### src/rtl/cbc_pkg.sv
// shared types, codes and constants of the cartridge bank controller
package cbc_pkg;

	localparam int ADDR_W        = 16;
	localparam int DATA_W        = 8;
	localparam int ROM_ADDR_W    = 23;
	localparam int ROM_BANK_W    = 9;
	localparam int RAM_BANK_W    = 8;
	localparam int RAM_LIN_W     = 17;
	localparam int CFG_IDX_W     = 2;
	localparam int CFG_DATA_W    = 5;

	localparam int RAM_BYTES_DEF     = 32768;
	localparam int ROM_ADDR_BITS_DEF = 23;

	localparam logic [DATA_W-1:0]     OPEN_BUS     = 8'hFF;
	localparam logic [3:0]            RAM_EN_KEY   = 4'hA;
	localparam logic [RAM_BANK_W-1:0] RTC_BANK_LO  = 8'h08;
	localparam logic [RAM_BANK_W-1:0] RTC_BANK_SEC = 8'h08;
	localparam logic [RAM_BANK_W-1:0] RTC_BANK_MIN = 8'h09;
	localparam logic [RAM_BANK_W-1:0] RTC_BANK_HRS = 8'h0A;
	localparam logic [RAM_BANK_W-1:0] RTC_BANK_DL  = 8'h0B;
	localparam logic [RAM_BANK_W-1:0] RTC_BANK_DH  = 8'h0C;

	typedef enum logic [1:0] {
		REQ_READ  = 2'd0,
		REQ_WRITE = 2'd1,
		REQ_TICK  = 2'd2
	} req_t;

	typedef enum logic [2:0] {
		MAP_NONE = 3'd0,
		MAP_MBC1 = 3'd1,
		MAP_MBC2 = 3'd2,
		MAP_MBC3 = 3'd3,
		MAP_MBC5 = 3'd4
	} mapper_t;

	typedef enum logic [CFG_IDX_W-1:0] {
		CFG_MAPPER   = 2'd0,
		CFG_ROM_LOG2 = 2'd1,
		CFG_RAM_LOG2 = 2'd2,
		CFG_CLOCK    = 2'd3
	} cfg_idx_t;

	typedef enum logic [1:0] {
		SRC_FIXED      = 2'd0,
		SRC_RAM_BYTE   = 2'd1,
		SRC_RAM_NIBBLE = 2'd2
	} rd_src_t;

	typedef enum logic [2:0] {
		RTC_SEC = 3'd0,
		RTC_MIN = 3'd1,
		RTC_HRS = 3'd2,
		RTC_DL  = 3'd3,
		RTC_DH  = 3'd4
	} rtc_sel_t;

	typedef struct packed {
		logic [2:0] mapper_type;
		logic [3:0] rom_banks_log2;
		logic [4:0] ram_size_log2;
		logic       has_clock;
	} cfg_t;

	typedef struct packed {
		logic [5:0] sec;
		logic [5:0] min;
		logic [4:0] hrs;
		logic [7:0] dl;
		logic [7:0] dh;
	} rtc_t;

	typedef struct packed {
		logic              tick;
		logic              latch;
		logic              wr;
		rtc_sel_t          sel;
		logic [DATA_W-1:0] data;
	} rtc_cmd_t;

	typedef struct packed {
		logic en;
		logic we;
	} ram_ctl_t;

	typedef struct packed {
		logic                  fetch;
		logic [ROM_ADDR_W-1:0] rom_address;
		logic [DATA_W-1:0]     data;
		rd_src_t               src;
		logic                  dirty;
	} res_t;

endpackage

### src/rtl/cbc_ctrl.sv
// mapper registers and decode of one staged bus beat
module cbc_ctrl import cbc_pkg::*; #(
	parameter int RAM_BYTES     = RAM_BYTES_DEF,
	parameter int ROM_ADDR_BITS = ROM_ADDR_BITS_DEF,
	localparam int AW = $clog2(RAM_BYTES)
) (
	input  logic              clk,
	input  logic              arst_n,
	input  logic              fire,
	input  logic [1:0]        req_type,
	input  logic [ADDR_W-1:0] address,
	input  logic [DATA_W-1:0] write_data,
	input  cfg_t              cfg,
	input  rtc_t              rtc_live,
	input  rtc_t              rtc_latched,
	output ram_ctl_t          ram_ctl,
	output logic [AW-1:0]     ram_addr,
	output logic [DATA_W-1:0] ram_wdata,
	output rtc_cmd_t          rtc_cmd,
	output res_t              res
);

	localparam logic [ROM_ADDR_W-1:0] ROM_MASK =
		ROM_ADDR_W'((64'd1 << ROM_ADDR_BITS) - 64'd1);

	mapper_t                 kind;
	logic                    ram_en_q, ram_en_d;
	logic [ROM_BANK_W-1:0]   rom_bank_q, rom_bank_d;
	logic [RAM_BANK_W-1:0]   ram_bank_q, ram_bank_d;
	logic                    mode_q, mode_d;
	logic [DATA_W-1:0]       latch_prev_q, latch_prev_d;
	logic                    dirty_q, dirty_set;
	logic                    is_read, is_write, is_tick;
	logic                    in_rom0, in_romx, in_win, in_regs;
	logic                    ram_on, rtc_map, no_ram, ram_rd, ram_wr;
	logic [3:0]              ram_bank_sel;
	logic [RAM_LIN_W-1:0]    ram_lin;
	logic [AW-1:0]           size_mask, byte_idx, nib_idx;
	logic [ROM_BANK_W-1:0]   rom_bank_sel, rom_bank_mask;
	logic [ROM_ADDR_W-1:0]   rom_phys;
	logic                    key_ok;

	always_comb begin
		kind = MAP_NONE;
		case (cfg.mapper_type)
			MAP_MBC1: kind = MAP_MBC1;
			MAP_MBC2: kind = MAP_MBC2;
			MAP_MBC3: kind = MAP_MBC3;
			MAP_MBC5: kind = MAP_MBC5;
			default:  kind = MAP_NONE;
		endcase
	end

	assign is_read  = (req_type == REQ_READ);
	assign is_write = (req_type == REQ_WRITE);
	assign is_tick  = (req_type == REQ_TICK);
	assign in_rom0  = (address[15:14] == 2'b00);
	assign in_romx  = (address[15:14] == 2'b01);
	assign in_regs  = !address[15];
	assign in_win   = (address[15:13] == 3'b101);
	assign ram_on   = (kind == MAP_NONE) || ram_en_q;
	assign rtc_map  = (kind == MAP_MBC3) && (ram_bank_q >= RTC_BANK_LO);
	assign no_ram   = (cfg.ram_size_log2 == '0);
	assign key_ok   = (write_data[3:0] == RAM_EN_KEY);

	// ram offset: bank and window offset, wrapped to the usable size
	always_comb begin
		case (kind)
			MAP_MBC1: ram_bank_sel = mode_q ? {2'b00, ram_bank_q[1:0]} : 4'd0;
			MAP_MBC3: ram_bank_sel = {1'b0, ram_bank_q[2:0]};
			MAP_MBC5: ram_bank_sel = ram_bank_q[3:0];
			default:  ram_bank_sel = 4'd0;
		endcase
		ram_lin = {ram_bank_sel, address[12:0]};
		for (int i = 0; i < AW; i++) begin
			size_mask[i] = (cfg.ram_size_log2 > 5'(i));
		end
		byte_idx = ram_lin[AW-1:0] & size_mask;
		nib_idx  = AW'(address[8:0]);
	end

	// rom bank for the fixed and switchable windows, masked to the rom size
	always_comb begin
		rom_bank_sel = 9'd1;
		if (in_rom0) begin
			rom_bank_sel = ((kind == MAP_MBC1) && mode_q) ?
				{2'b00, ram_bank_q[1:0], 5'd0} : 9'd0;
		end else begin
			case (kind)
				MAP_MBC1: rom_bank_sel = {2'b00, ram_bank_q[1:0], rom_bank_q[4:0]};
				MAP_MBC2: rom_bank_sel = {5'd0, rom_bank_q[3:0]};
				MAP_MBC3: rom_bank_sel = {2'b00, rom_bank_q[6:0]};
				MAP_MBC5: rom_bank_sel = rom_bank_q;
				default:  rom_bank_sel = 9'd1;
			endcase
		end
		for (int j = 0; j < ROM_BANK_W; j++) begin
			rom_bank_mask[j] = (cfg.rom_banks_log2 > 4'(j));
		end
		rom_phys = {rom_bank_sel & rom_bank_mask, address[13:0]} & ROM_MASK;
	end

	always_comb begin
		ram_en_d     = ram_en_q;
		rom_bank_d   = rom_bank_q;
		ram_bank_d   = ram_bank_q;
		mode_d       = mode_q;
		latch_prev_d = latch_prev_q;
		dirty_set    = 1'b0;
		ram_rd       = 1'b0;
		ram_wr       = 1'b0;
		rtc_cmd      = '{tick: 1'b0, latch: 1'b0, wr: 1'b0, sel: RTC_SEC, data: write_data};
		res.fetch       = is_read && (in_rom0 || in_romx);
		res.rom_address = res.fetch ? rom_phys : '0;
		res.data        = OPEN_BUS;
		res.src         = SRC_FIXED;

		if (is_read && in_win && ram_on) begin
			if (kind == MAP_MBC2) begin
				res.src = SRC_RAM_NIBBLE;
				ram_rd  = 1'b1;
			end else if (rtc_map) begin
				case (ram_bank_q)
					RTC_BANK_SEC: res.data = {2'b00, rtc_latched.sec};
					RTC_BANK_MIN: res.data = {2'b00, rtc_latched.min};
					RTC_BANK_HRS: res.data = {3'b000, rtc_latched.hrs};
					RTC_BANK_DL:  res.data = rtc_latched.dl;
					RTC_BANK_DH:  res.data = rtc_latched.dh;
					default:      res.data = OPEN_BUS;
				endcase
			end else if (!no_ram) begin
				res.src = SRC_RAM_BYTE;
				ram_rd  = 1'b1;
			end
		end

		if (is_write && in_regs) begin
			case (kind)
				MAP_MBC1: begin
					case (address[14:13])
						2'b00: ram_en_d = key_ok;
						2'b01: rom_bank_d = (write_data[4:0] == '0) ? 9'd1 :
							{4'd0, write_data[4:0]};
						2'b10: ram_bank_d = {6'd0, write_data[1:0]};
						default: mode_d = write_data[0];
					endcase
				end
				MAP_MBC2: begin
					if (!address[14]) begin
						if (address[8]) begin
							rom_bank_d = (write_data[3:0] == '0) ? 9'd1 :
								{5'd0, write_data[3:0]};
						end else begin
							ram_en_d = key_ok;
						end
					end
				end
				MAP_MBC3: begin
					case (address[14:13])
						2'b00: ram_en_d = key_ok;
						2'b01: rom_bank_d = (write_data[6:0] == '0) ? 9'd1 :
							{2'b00, write_data[6:0]};
						2'b10: ram_bank_d = write_data;
						default: begin
							// a zero then a one copies the live clock to the latch
							rtc_cmd.latch = (latch_prev_q == 8'h00) && (write_data == 8'h01);
							latch_prev_d  = write_data;
						end
					endcase
				end
				MAP_MBC5: begin
					case (address[14:12])
						3'b000, 3'b001: ram_en_d = key_ok;
						3'b010: rom_bank_d = {rom_bank_q[8], write_data};
						3'b011: rom_bank_d = {write_data[0], rom_bank_q[7:0]};
						3'b100, 3'b101: ram_bank_d = {4'd0, write_data[3:0]};
						default: ram_bank_d = ram_bank_q;
					endcase
				end
				default: ram_en_d = ram_en_q;
			endcase
		end

		if (is_write && in_win && ram_on) begin
			if (kind == MAP_MBC2) begin
				ram_wr    = 1'b1;
				dirty_set = 1'b1;
			end else if (rtc_map) begin
				dirty_set = 1'b1;
				case (ram_bank_q)
					RTC_BANK_SEC: begin rtc_cmd.wr = 1'b1; rtc_cmd.sel = RTC_SEC; end
					RTC_BANK_MIN: begin rtc_cmd.wr = 1'b1; rtc_cmd.sel = RTC_MIN; end
					RTC_BANK_HRS: begin rtc_cmd.wr = 1'b1; rtc_cmd.sel = RTC_HRS; end
					RTC_BANK_DL:  begin rtc_cmd.wr = 1'b1; rtc_cmd.sel = RTC_DL; end
					RTC_BANK_DH:  begin rtc_cmd.wr = 1'b1; rtc_cmd.sel = RTC_DH; end
					default:      rtc_cmd.wr = 1'b0;
				endcase
			end else if (!no_ram) begin
				ram_wr    = 1'b1;
				dirty_set = 1'b1;
			end
		end

		// halted or absent clock ignores the tick
		if (is_tick && cfg.has_clock && !rtc_live.dh[6]) begin
			rtc_cmd.tick = 1'b1;
			dirty_set    = 1'b1;
		end

		rtc_cmd.tick  = rtc_cmd.tick && fire;
		rtc_cmd.latch = rtc_cmd.latch && fire;
		rtc_cmd.wr    = rtc_cmd.wr && fire;
		res.dirty     = dirty_q || dirty_set;
	end

	assign ram_ctl.en = fire && (ram_rd || ram_wr);
	assign ram_ctl.we = fire && ram_wr;
	assign ram_addr   = (kind == MAP_MBC2) ? nib_idx : byte_idx;
	assign ram_wdata  = (kind == MAP_MBC2) ? {4'd0, write_data[3:0]} : write_data;

	always_ff @(posedge clk or negedge arst_n) begin
		if (!arst_n) begin
			ram_en_q     <= 1'b0;
			rom_bank_q   <= 9'd1;
			ram_bank_q   <= '0;
			mode_q       <= 1'b0;
			latch_prev_q <= 8'hFF;
			dirty_q      <= 1'b0;
		end else if (fire) begin
			ram_en_q     <= ram_en_d;
			rom_bank_q   <= rom_bank_d;
			ram_bank_q   <= ram_bank_d;
			mode_q       <= mode_d;
			latch_prev_q <= latch_prev_d;
			dirty_q      <= res.dirty;
		end
	end

endmodule

### config.mk
export PLATFORM = sky130hd
export DESIGN_NAME = cbc_ctrl
export DESIGN_NICKNAME = d
export VERILOG_FILES = /design/src/rtl/cbc_pkg.sv /design/src/rtl/cbc_ctrl.sv
export SDC_FILE = /design/constraint.sdc
export NUM_CORES = 1
export LEC_CHECK = 0
export BUFFER_PORTS_ARGS = -buffer_cell sky130_fd_sc_hd__buf_2
export CAP_MARGIN = 15
export CORE_UTILIZATION = 42
export DETAILED_ROUTE_END_ITERATION = 10
export MAX_ROUTING_LAYER = met4
export PLACE_DENSITY_LB_ADDON = 0.08
export SLEW_MARGIN = 20
export SYNTH_ARGS = -nofsm -noshare
export SYNTH_HDL_FRONTEND = slang
export SYNTH_SLANG_ARGS = --single-unit
### constraint.sdc
create_clock -name clk -period 3.8 [get_ports clk]
set_input_delay 1.14 -clock clk [delete_from_list [all_inputs] [get_ports clk]]
set_output_delay 1.14 -clock clk [all_outputs]
set_load 0.02 [all_outputs]
-- Word-level counts from Yosys, hierarchy flattened
Index checks and enable logic that the tools add are counted.
- muxes and demuxes: 52
- reduce and logical (&&, ||, !) cells: 46
- magnitude comparators: 25
- equality and inequality tests: 40
- bitwise gates (word level): 3
- operators by type and width (kind ; count):
    one-hot mux 9 bit (4 select lines) ; 2
    two-way mux 8 bit ; 6
    two-way mux 9 bit ; 5
    equality test 8 x 4 -> 1 bit, second input constant ; 5
    one-hot mux 8 bit (5 select lines) ; 1
    > comparator 5 x 4 -> 1 bit, second input constant ; 7
    one-hot mux 3 bit (4 select lines) ; 2
    one-hot mux 8 bit (3 select lines) ; 1
    two-way mux 23 bit ; 1
    > comparator 5 x 3 -> 1 bit, second input constant ; 4
    two-way mux 1 bit ; 20
    equality test 3 x 2 -> 1 bit, second input constant ; 6
    one-hot mux 9 bit (2 select lines) ; 1
    AND reduction 9 bit ; 2
    > comparator 4 x 3 -> 1 bit, second input constant ; 4
    logical AND 1 bit ; 16
    two-way mux 4 bit ; 4
    != test 2 x 1 -> 1 bit, second input constant ; 8
    bitwise AND 15 bit ; 1
    equality test 3 bit, second input constant ; 5
    two-way mux 15 bit ; 1
    two-way mux 7 bit ; 2
    != test 2 bit, second input constant ; 6
    > comparator 5 x 1 -> 1 bit, second input constant ; 2
    other kinds (33) ; 54
- word-level logic and storage cells: 173
- output and inout bits: 74
- bits of input ports: 108
- bits in registers: 28

-- Longest topological paths before layout
Gate-level depths: netlist of run 1.
- depth after elaboration: 9
- mapped depth: 6
- mapped depth without buffers: 4

-- Worst setup path after synthesis of run 1
No wires, ideal clock.
- path type: input -> output
- start: in cfg[12] in the netlist's numbering
- end: out ram_ctl[1] in the netlist's numbering
- path buffers: 2
- data arrival time: 2.663 ns
- setup slack: -0.003 ns
- data required time: 2.660 ns
- stages: 5
- path through: clkbuf_1 nor3b_1 clkbuf_1 a21oi_1 nor4_1
- RTL lines (what ; RTL line ; text):
    start, declared ; cbc_ctrl.sv:13 ; input cfg_t cfg,
    end, declared ; cbc_ctrl.sv:16 ; output ram_ctl_t ram_ctl,

==> results of run 1 <==
==> layout make-up <==
type                       instances  area (µm²)
clock inverter                     1        30.0
fill                             576        2370
inverter                          14        52.6
clock buffer                       3        41.3
tap                               75        93.8
timing repair buffer             177         973
sequential                        28         712
multi-input combinational        251        1680
==> metrics by stage <==
step	area, µm²	worst slack (ns)	setup TNS, ns	std cells	total power [mW]
after floorplan	2620	-0.000979	-0.000979	327	0.528
after global placement	3500	-0.0775	-0.194	545	0.645
after detailed placement	3500	-0.0842	-0.224	545	0.650
after CTS	3570	0.0134	0	549	0.889
after global routing	3590	-0.00227	-0.00227	549	0.931
final	3590	0.0437	0	549	0.887
==> repair_timing <==
item / in CTS / in global routing
hold buffers: 0 / 0
pin swaps: 1 / 1
resized for setup: 2 / 5
endpoints found under the hold margin: 0 / 0
setup endpoints to repair: 5 / 14
==> sequential cells by signal, indices dropped and copies added, names as in the netlist <==
name / count
dirty_q: 1
latch_prev_q: 8
mode_q: 1
ram_bank_q: 8
ram_en_q: 1
rom_bank_q: 9
==> kinds of logic after synthesis <==
logic type / count (synthesis) / synth area share, %
buf+inv: 48 / 8.79
compound gates: 85 / 22.0
flops: 28 / 27.3
simple gates: 142 / 31.8
mux: 24 / 10.1
==> layout by cell type (no fill, tap or decap), types with 3 or more instances in the layout <==
cell      synthesis  final
buf_2             3    145
nand2_1          33     33
buf_4            12     30
o21ai_0          26     25
dfrtp_1          19     19
and2_1           18     18
inv_1            14     14
nor2b_1          14     14
mux2_2           14     14
nor2_1           13     13
nor3_1           13     13
dfstp_2           9      9
a21oi_1           7      7
a22oi_1           7      7
mux2i_1           6      6
o21ai_1           4      5
nor3b_1           6      5
nand3_1           5      5
a21boi_0          5      5
nor4_1            6      4
nand4_1           4      4
and3_1            4      4
a31oi_1           4      4
a32oi_1           4      4
a211oi_1          4      4
mux2_1            4      4
nand2b_1          3      3
o22a_1            3      3
or4_1             3      3
clkbuf_8          0      3
==> worst paths after layout <==
| check | start | endpoint | slack (ns) |
|---|---|---|---|
| worst max-delay path | cfg[11] | rtc_cmd[9] | 0.04 |
| worst min-delay path | latch_prev_q[0] | latch_prev_q[0] | 0.49 |
| worst max register to register | ram_bank_q[4] | dirty_q | 2.17 |
| worst min register to register | latch_prev_q[0] | latch_prev_q[0] | 0.49 |
| max in group asynchronous | arst_n | ram_bank_q[4] | 2.52 |
| min in group asynchronous | arst_n | rom_bank_q[1] | 0.87 |
==> power by group through the flow <==
stage	clock network [mW]	logic, mW	registers (mW)
finish	0.243	0.296	0.349
detailed placement	0	0.295	0.355
floorplan	0	0.184	0.344
CTS	0.244	0.296	0.349
global route	0.253	0.326	0.352
global placement	0	0.291	0.353
==> layer usage <==
layer / track usage, % / vias up / share of wire [%]
met5: - / - / 0
met3: 2.47 / 13 / 6.1
li1: - / 1483 / -
met2: 42.2 / 103 / 49
met4: 6.25 / 0 / 1.6
met1: 31.3 / 1350 / 44
==> critical path, delay by kind of cell <==
family	cells	cell delay [ns]
and+or+nand+nor	3	0.91
buffers and inverters	2	0.25
AOI/OAI and AO/OA	1	0.30
==> flow_metrics.tcl, run 1 <==
set metrics [dict create \
    yosys.area.top_type "dfrtp_1" \
    ir_drop_uv 206 \
    synth_ff_type "dfrtp_1" \
    crit_required_ns 2.66 \
    hold_path_class "reg2reg" \
    ff2ff_path_depth 4 \
    power_leakage_nw 1.74 \
    path_cells "buf_6 > or3_4 > a311o_1 > or3_4 > nor3b_2 > buf_4" \
    synth-edff-count 0 \
    dp_hpwl_um 6480 \
    ys_ff_latch 28 \
    p_seq_share_pct 39.3 \
    crit_path_max_fanout 3 \
    worst-endpoint-arrival_ns 2.62 \
    design.core.area_um2 5960 \
    tightest_slew_ns 0.707 \
    fin_crit_ns 3.76 \
    crit_path_start_kind "primary input" \
    drv_slew 0 \
    status "finished, final reports clean" \
    die_w_um 80.8 \
    p_int_mw 0.599 \
    area_delta_synth_final_pct 37.6 \
    power_density_nw_per_um2 247 \
    clock_latency_ns 0.28 \
    start_util_pct 43.8 \
    grt_pass1_wl_um 12200 \
    vias_per_cell 5.37 \
    finalCoreUtilization_pct 60.2 \
    syn_area_um2 2610 \
    whs_path_depth 2 \
    detail_route.wl_per_cell_um 14.7 \
    antenna_found_initial 0 \
    cts_root_buf "clkbuf_8" \
    antenna_left 0 \
    clkTransAtPathRegs_ns 0.10 \
    synth.distinct_cells 58 \
    cts_tree "yes" \
    synth_top_area_share_pct 18.2 \
    routed_wl_um 8090 \
    die_area_um2 6520 \
    netlist_top_cells_count "33 x nand2_1, 26 x o21ai_0, 19 x dfrtp_1, 18 x and2_1, 18 x clkbuf_1" \
    cap_viol_max_count 0 \
    crit_type "in2out" \
    dr_total_vias 2949 \
    fmax_mhz 266 \
    rsz0062_at_grt "true" \
    slowest_delay_ns 0.38 \
    ys_warn_count 0 \
    h-tree-depth 1 \
    fin_nets 583 \
    postSynthCellCount 327 \
    dr.pass1.iters 4 \
    gr-usage-all-layers_pct 24.7 \
    cts_setup_buffers 0 \
    seq_area_frac_synth_pct 27.3 \
    first_iter_violations 75 \
    synth.area.top_cells "dfrtp_1 18%, dfstp_2 9.1%, mux2_2 6.0%" \
    layout-drive-gt1-share_pct 45.6 \
    dieHeight_um 80.8 \
    setup_viol 0 \
    portBuffers 149 \
    post-route-period-util_pct 98.9 \
    rows 28 \
    drcViolationCount 0 \
    io_pins 182 \
    clkSinkCount 28 \
    ys_async_sr_fraction_pct 100 \
    grt_overflow 0 \
    clockPowerShare_pct 27.3 \
    end_kind "output port" \
    syn_avg_cell_area_um2 7.97 \
    antennaDiodeCount 0 \
    grt_pass1_vias 2537 \
    path_common_cell "or3_4" \
    p_sw_mw 0.288 \
    syn-num-nets 435 \
    relSlewSlack_pct 51.7 \
    crit_slowest_cell "or3_4" \
    gp_congestion 0.862 \
    holdWs_ns 0.489 \
    hold_viol 0 \
    p_comb_share_pct 33.4 \
    grt_max_degree 29 \
    p_sw_share_pct 32.5 \
    numCtsBuffers 3 \
    fin_skew_ns 0.00101 \
    yosysMostFrequentCell "nand2_1" \
    clock_path_buffers 2 \
]
Note: power is estimated with default switching activity, not from simulation.
==> run 2: changes to the inputs <==
--- a/config.mk
+++ b/config.mk
@@ -11,6 +11,8 @@
 export DETAILED_ROUTE_END_ITERATION = 10
 export MAX_ROUTING_LAYER = met4
 export PLACE_DENSITY_LB_ADDON = 0.08
+export REMOVE_ABC_BUFFERS = 1
+export SKIP_LAST_GASP = 1
 export SLEW_MARGIN = 20
 export SYNTH_ARGS = -nofsm -noshare
 export SYNTH_HDL_FRONTEND = slang
==> run 2 against run 1 <==
  * The run now ends with setup timing left
  * Worst hold slack better by 0.0052 ns
  * Clock skew up 0.00099 ns
  * Highest routed layer unchanged
  * Combinational power up 3%
  * Critical path type unchanged
  * Clock power down 4%
==> flow_metrics.tcl, run 2 (synthesis gave the netlist of run 1 again) <==
set metrics [dict create \
    finalPower_mw 0.887 \
    cts_tree "yes" \
    p_sw_mw 0.285 \
    fin_nets 585 \
    gr-usage-all-layers_pct 26.6 \
    fill_cells 560 \
    clockPowerShare_pct 26.4 \
    die_w_um 80.8 \
    routed_wl_um 8390 \
    setup_viol 1 \
    power_density_nw_per_um2 246 \
    vias_per_cell 5.48 \
    layout-drive-gt1-share_pct 45.6 \
    clock_latency_ns 0.27 \
    largest-register "rom_bank_q" \
    largest_reg_flops 9 \
    place_area_um2 3500 \
    path_cells "buf_6 > or3_4 > a311o_1 > or3_4 > nor3b_2 > buf_4" \
    post-route-period-util_pct 101 \
    p_comb_share_pct 34.6 \
    rsz0062_at_grt "true" \
    antennaDiodeCount 0 \
    crit_type "in2out" \
    crit_slowest_cell "or3_4" \
    cts_root_buf "clkbuf_8" \
    fin_skew_ns 0.00200 \
    dp_hpwl_um 6540 \
    violations "setup timing" \
    fin_setup_tns_ns -0.0197 \
    worst_slack_ns -0.0197 \
    numCtsBuffers 3 \
    clock_path_buffers 2 \
    cap_viol_max_count 0 \
    finalCoreUtilization_pct 60.5 \
    h-tree-depth 1 \
    rows 28 \
    grt_max_degree 29 \
    hold_buffers 0 \
    crit_path_max_fanout 3 \
    dr.pass1.iters 4 \
    clkSinkCount 28 \
    gp_congestion 0.911 \
    start_util_pct 43.8 \
    drv_slew 0 \
    design.core.area_um2 5960 \
    area_delta_synth_final_pct 38.2 \
    p_seq_share_pct 39.0 \
    grt_pass1_vias 2647 \
    dr_total_vias 3018 \
    worst-endpoint-arrival_ns 2.68 \
    layout_common_cells "143 x buf_2, 34 x buf_4, 33 x nand2_1, 26 x o21ai_0, 19 x dfrtp_1" \
    hold_viol 0 \
    portBuffers 149 \
    clkTransAtPathRegs_ns 0.09 \
    antenna_left 0 \
    slowest_delay_ns 0.39 \
    path_common_cell "or3_4" \
    dieHeight_um 80.8 \
    reg.largest.list "rom_bank_q (9), latch_prev_q (8), ram_bank_q (8)" \
    end_kind "output port" \
    relSlewSlack_pct 57.4 \
    crit_required_ns 2.66 \
    detail_route.wl_per_cell_um 15.2 \
    grt_overflow 0 \
    stdcell_area_um2 3600 \
    final_common_cell "buf_2" \
    p_int_mw 0.602 \
    p_sw_share_pct 32.1 \
    crit_path_start_kind "primary input" \
    die_area_um2 6520 \
    fmax_mhz 262 \
    io_pins 182 \
    status "finished, violations left" \
    first_iter_violations 149 \
    hold_path_class "reg2reg" \
    power_leakage_nw 1.75 \
    grt_pass1_wl_um 13100 \
    fin_crit_ns 3.82 \
    antenna_found_initial 0 \
    ir_drop_uv 226 \
    drcViolationCount 0 \
    tightest_slew_ns 0.639 \
]
==> run 2: cell types whose count changed in the layout (fill, tap and decap cells not counted), moves of 2 or more <==
cell and delta:
buf_2 -2, buf_4 +4, nor4_1 +2, nor4_2 -2
==> run 2: cell type report <==
type                    instances  area [µm²]  share of cell area (%)
clock buffers                   3        41.3                    1.15
multi-input cells             251        1680                    46.6
clock inverters                 1        30.0                   0.834
well taps                      75        93.8                    2.61
repair buffers                179         993                    27.6
inverters                      14        52.6                    1.46
flip-flops and latches         28         712                    19.8
==> run 2: power by group through the flow <==
stage	combinational, mW	sequential, mW	clock, mW
after floorplan	0.144	0.351	0
after global placement	0.300	0.350	0
after detailed placement	0.303	0.351	0
after CTS	0.305	0.346	0.238
after global routing	0.337	0.350	0.253
final	0.306	0.346	0.234
==> run 2: through the flow <==
step,std cells,worst slack (ns),hold WS [ns]
final,551,-0.0197,0.494
after floorplan,293,-0.140,0.446
after CTS,551,-0.0472,0.492
after detailed placement,547,-0.0988,0.473
after global placement,547,-0.0851,0.466
after global routing,551,-0.0774,0.505
==> run 2: layer usage <==
metal  vias to the layer above  global-route usage (%)  wire [µm]
met4                         0                    4.29         52
li1                       1477                       -          -
met3                         4                    3.37        633
met5                         -                       -          0
met2                       123                    43.6       4010
met1                      1414                    35.7       3700
==> run 2: what timing repair did <==
item / in CTS / in global routing
setup buffers: 0 / 0
endpoints found under the setup margin: 2 / 14
resized for setup: 1 / 6
pin swaps: 1 / 0
==> run 2: final timing paths <==
path,start,endpoint,slack [ns],depth (start not counted)
max,cfg[11],rtc_cmd[9],-0.02,6
min in group asynchronous,arst_n,rom_bank_q[2],0.87,1
max in group asynchronous,arst_n,ram_en_q,2.50,1
max reg2reg,ram_bank_q[4],dirty_q,2.21,4
min,latch_prev_q[0],latch_prev_q[0],0.49,2
min reg2reg,latch_prev_q[0],latch_prev_q[0],0.49,2
==> run 2: worst max-delay path, delay by kind of cell <==
family          cells  cell delay (ns)
compound gates      1             0.34
buf+inv             2             0.26
simple gates        3             0.94
==> run 3: changes to the inputs <==
--- a/config.mk
+++ b/config.mk
@@ -5,9 +5,10 @@
 export SDC_FILE = /design/constraint.sdc
 export NUM_CORES = 1
 export LEC_CHECK = 0
+export ABC_AREA = 1
 export BUFFER_PORTS_ARGS = -buffer_cell sky130_fd_sc_hd__buf_2
 export CAP_MARGIN = 15
-export CORE_UTILIZATION = 42
+export CORE_UTILIZATION = 43
 export DETAILED_ROUTE_END_ITERATION = 10
 export MAX_ROUTING_LAYER = met4
 export PLACE_DENSITY_LB_ADDON = 0.08
==> run 3 against run 2 <==
  * The flow now finishes without violations
  * Combinational power decreased by 13%
  * Clock skew rose by 0.0075 ns
  * Die area rose by 4.1%
  * Synthesized cell count increased by 46%
  * Register-to-register slack better by 0.48 ns
  * Critical path depth up 2
  * Via count rose by 13%
  * Largest power group unchanged
  * Flip-flop and latch count unchanged
  * Cell count increased by 25%
==> flow_metrics.tcl, run 3 <==
set metrics [dict create \
    syn_area_um2 2780 \
    yosysMostFrequentCell "nand2_1" \
    die_w_um 82.4 \
    h-tree-depth 1 \
    synth_compound_area_share_pct 9.22 \
    crit_type "in2out" \
    grt_pass1_vias 2927 \
    drcViolationCount 0 \
    crit_slowest_cell "nor3_1" \
    drv_slew 0 \
    dr.pass1.iters 4 \
    design.core.area_um2 6100 \
    regToRegStartpoint "ram_bank_q[4]" \
    fin_crit_ns 3.49 \
    final_common_cell "buf_2" \
    worst-endpoint-arrival_ns 2.35 \
    clkTransAtPathRegs_ns 0.10 \
    fin_nets 724 \
    synth-edff-count 0 \
    synth_top_area_share_pct 17.3 \
    setup_viol 0 \
    hold_end "rom_bank_q[0]" \
    clock_latency_ns 0.28 \
    synth_xor_area_share_pct 0 \
    ys_async_sr_fraction_pct 100 \
    clockPowerShare_pct 27.8 \
    routed_wl_um 8530 \
    worst_slack_ns 0.310 \
    io_pins 182 \
    dr_total_vias 3398 \
    hp-start "rom_bank_q[0]" \
    gp_congestion 0.861 \
    ir_drop_uv 227 \
    power_leakage_nw 2.11 \
    synth_top_family_by_area "simple AND/OR/NAND/NOR gates" \
    largest_reg_flops 9 \
    fmax_mhz 287 \
    p_comb_share_pct 31.6 \
    postSynthCellCount 476 \
    detail_route.wl_per_cell_um 12.4 \
    fin_skew_ns 0.00946 \
    portBuffers 149 \
    reg.largest.list "rom_bank_q (9), latch_prev_q (8), ram_bank_q (8)" \
    whs_path_depth 2 \
    end_kind "output port" \
    ys_warn_count 0 \
    crit_required_ns 2.66 \
    post-place-ws_ns 0.317 \
    cts_tree "yes" \
    gr-usage-all-layers_pct 25.5 \
    p_seq_share_pct 40.6 \
    largest-register "rom_bank_q" \
    antenna_left 0 \
    stdcell_area_um2 3600 \
    layout.area.seq_um2 712 \
    die_area_um2 6790 \
    ys_ff_latch 28 \
    post-route-period-util_pct 91.8 \
    rsz0062_at_grt "false" \
    antenna_found_initial 0 \
    yosys.area.top_type "nand2_1" \
    finalPower_mw 0.846 \
    cts_root_buf "clkbuf_8" \
    numCtsBuffers 3 \
    p_sw_mw 0.286 \
    synth_ff_type "dfrtp_1" \
    clkSinkCount 28 \
    crit_family "simple AND/OR/NAND/NOR gates" \
    hold_buffers 0 \
    fin_setup_tns_ns 0 \
    slowest_delay_ns 0.22 \
    layout-drive-gt1-share_pct 33.0 \
    hold_path_class "reg2reg" \
    synth.distinct_cells 31 \
    area_delta_synth_final_pct 29.4 \
    p_sw_share_pct 33.8 \
    power_density_nw_per_um2 235 \
    syn_avg_cell_area_um2 5.84 \
    fill_cells 608 \
    dp_hpwl_um 7020 \
    rows 28 \
    cap_viol_max_count 0 \
    crit_buf_inv 3 \
    clock_path_buffers 2 \
    crit_path_max_fanout 6 \
    p_int_mw 0.560 \
    ff2ff_setup_slack_ns 2.69 \
    synth.area.top_cells "nand2_1 17%, dfrtp_1 17%, nor2_1 13%" \
    tightest_slew_ns 0.619 \
    netlist_top_cells_count "128 x nand2_1, 93 x nor2_1, 59 x inv_1, 54 x nand3_1, 19 x dfrtp_1" \
    dieHeight_um 82.4 \
    relSlewSlack_pct 58.8 \
    first_iter_violations 74 \
    vias_per_cell 4.92 \
    antennaDiodeCount 0 \
    grt_pass1_wl_um 13000 \
    grt_max_degree 29 \
    ff2ff_path_depth 6 \
    grt_overflow 0 \
    crit_path_start_kind "primary input" \
    start_util_pct 45.6 \
    layout_common_cells "149 x buf_2, 128 x nand2_1, 93 x nor2_1, 59 x inv_1, 54 x nand3_1" \
    synth_mux_area_share_pct 0 \
    r2r_end "dirty_q" \
    synthAdderAreaFrac_pct 0 \
    post_cts_resized 0 \
    yosys.area_share.simple_pct 51.0 \
    multi_input_area_um2 1680 \
    seq_area_frac_synth_pct 25.6 \
    hold_viol 0 \
    cts_setup_buffers 0 \
    path_cells "buf_2 > inv_2 > nand2_1 > nor3_1 > nand2_1 > nor2_1 > nand3b_1 > buf_2" \
    place_area_um2 3530 \
    status "finished, final reports clean" \
]
[run 3: worst register-to-register path: cells and delay by family, from the launching register on]
family           cells  cell delay (ns)
AO/OA/AOI/OAI        1             0.07
flip-flops           1             0.39
AND/OR/NAND/NOR      5             0.56
[run 3: area by class of cell]
type / count / share of cell area (%)
sequential: 28 / 19.8
timing repair buffer: 154 / 21.8
clock inverter: 1 / 0.834
inverter: 70 / 7.30
clock buffer: 3 / 1.15
tap: 75 / 2.61
multi-input combinational: 359 / 46.6
[run 3: worst max-delay path by stage]
stage	depth (start not counted)	from	slack, ns	endpoint
finish	8	address[14]	0.31	res[10]
global route	8	address[14]	0.19	res[9]
CTS	8	address[14]	0.31	res[10]
detailed placement	8	address[14]	0.32	res[10]
global placement	8	address[14]	0.31	res[10]
floorplan	5	req_type[1]	0.23	res[27]
[run 3: kinds of logic (layout without fill, tap and decap cells)]
logic type      after synthesis  in the layout
simple gates                315            315
compound gates               44             44
flops                        28             28
buf+inv                      89            228
[run 3: metal layers]
| layer | track usage (%) | vias up | part of all wire, % |
|---|---|---|---|
| li1 | - | 1772 | - |
| met1 | 30.9 | 1512 | 44 |
| met2 | 45.2 | 103 | 47 |
| met3 | 2.53 | 11 | 6.7 |
| met4 | 5.96 | 0 | 1.6 |
| met5 | - | - | 0 |
[run 3: power groups by stage]
stage	combinational (mW)	clock [mW]	sequential (mW)
3_3_place_gp	0.264	0	0.348
6_report	0.267	0.235	0.344
3_5_place_dp	0.268	0	0.349
2_1_floorplan	0.146	0	0.344
4_1_cts	0.269	0.239	0.344
5_1_grt	0.300	0.255	0.346
[run 3: stage by stage]
stage,hold WS [ns],cells,util (%)
final,0.471,690,59.0
after global routing,0.482,690,59.0
after CTS,0.470,690,59.0
after detailed placement,0.454,686,57.9
after global placement,0.455,686,57.9
after floorplan,0.434,457,-
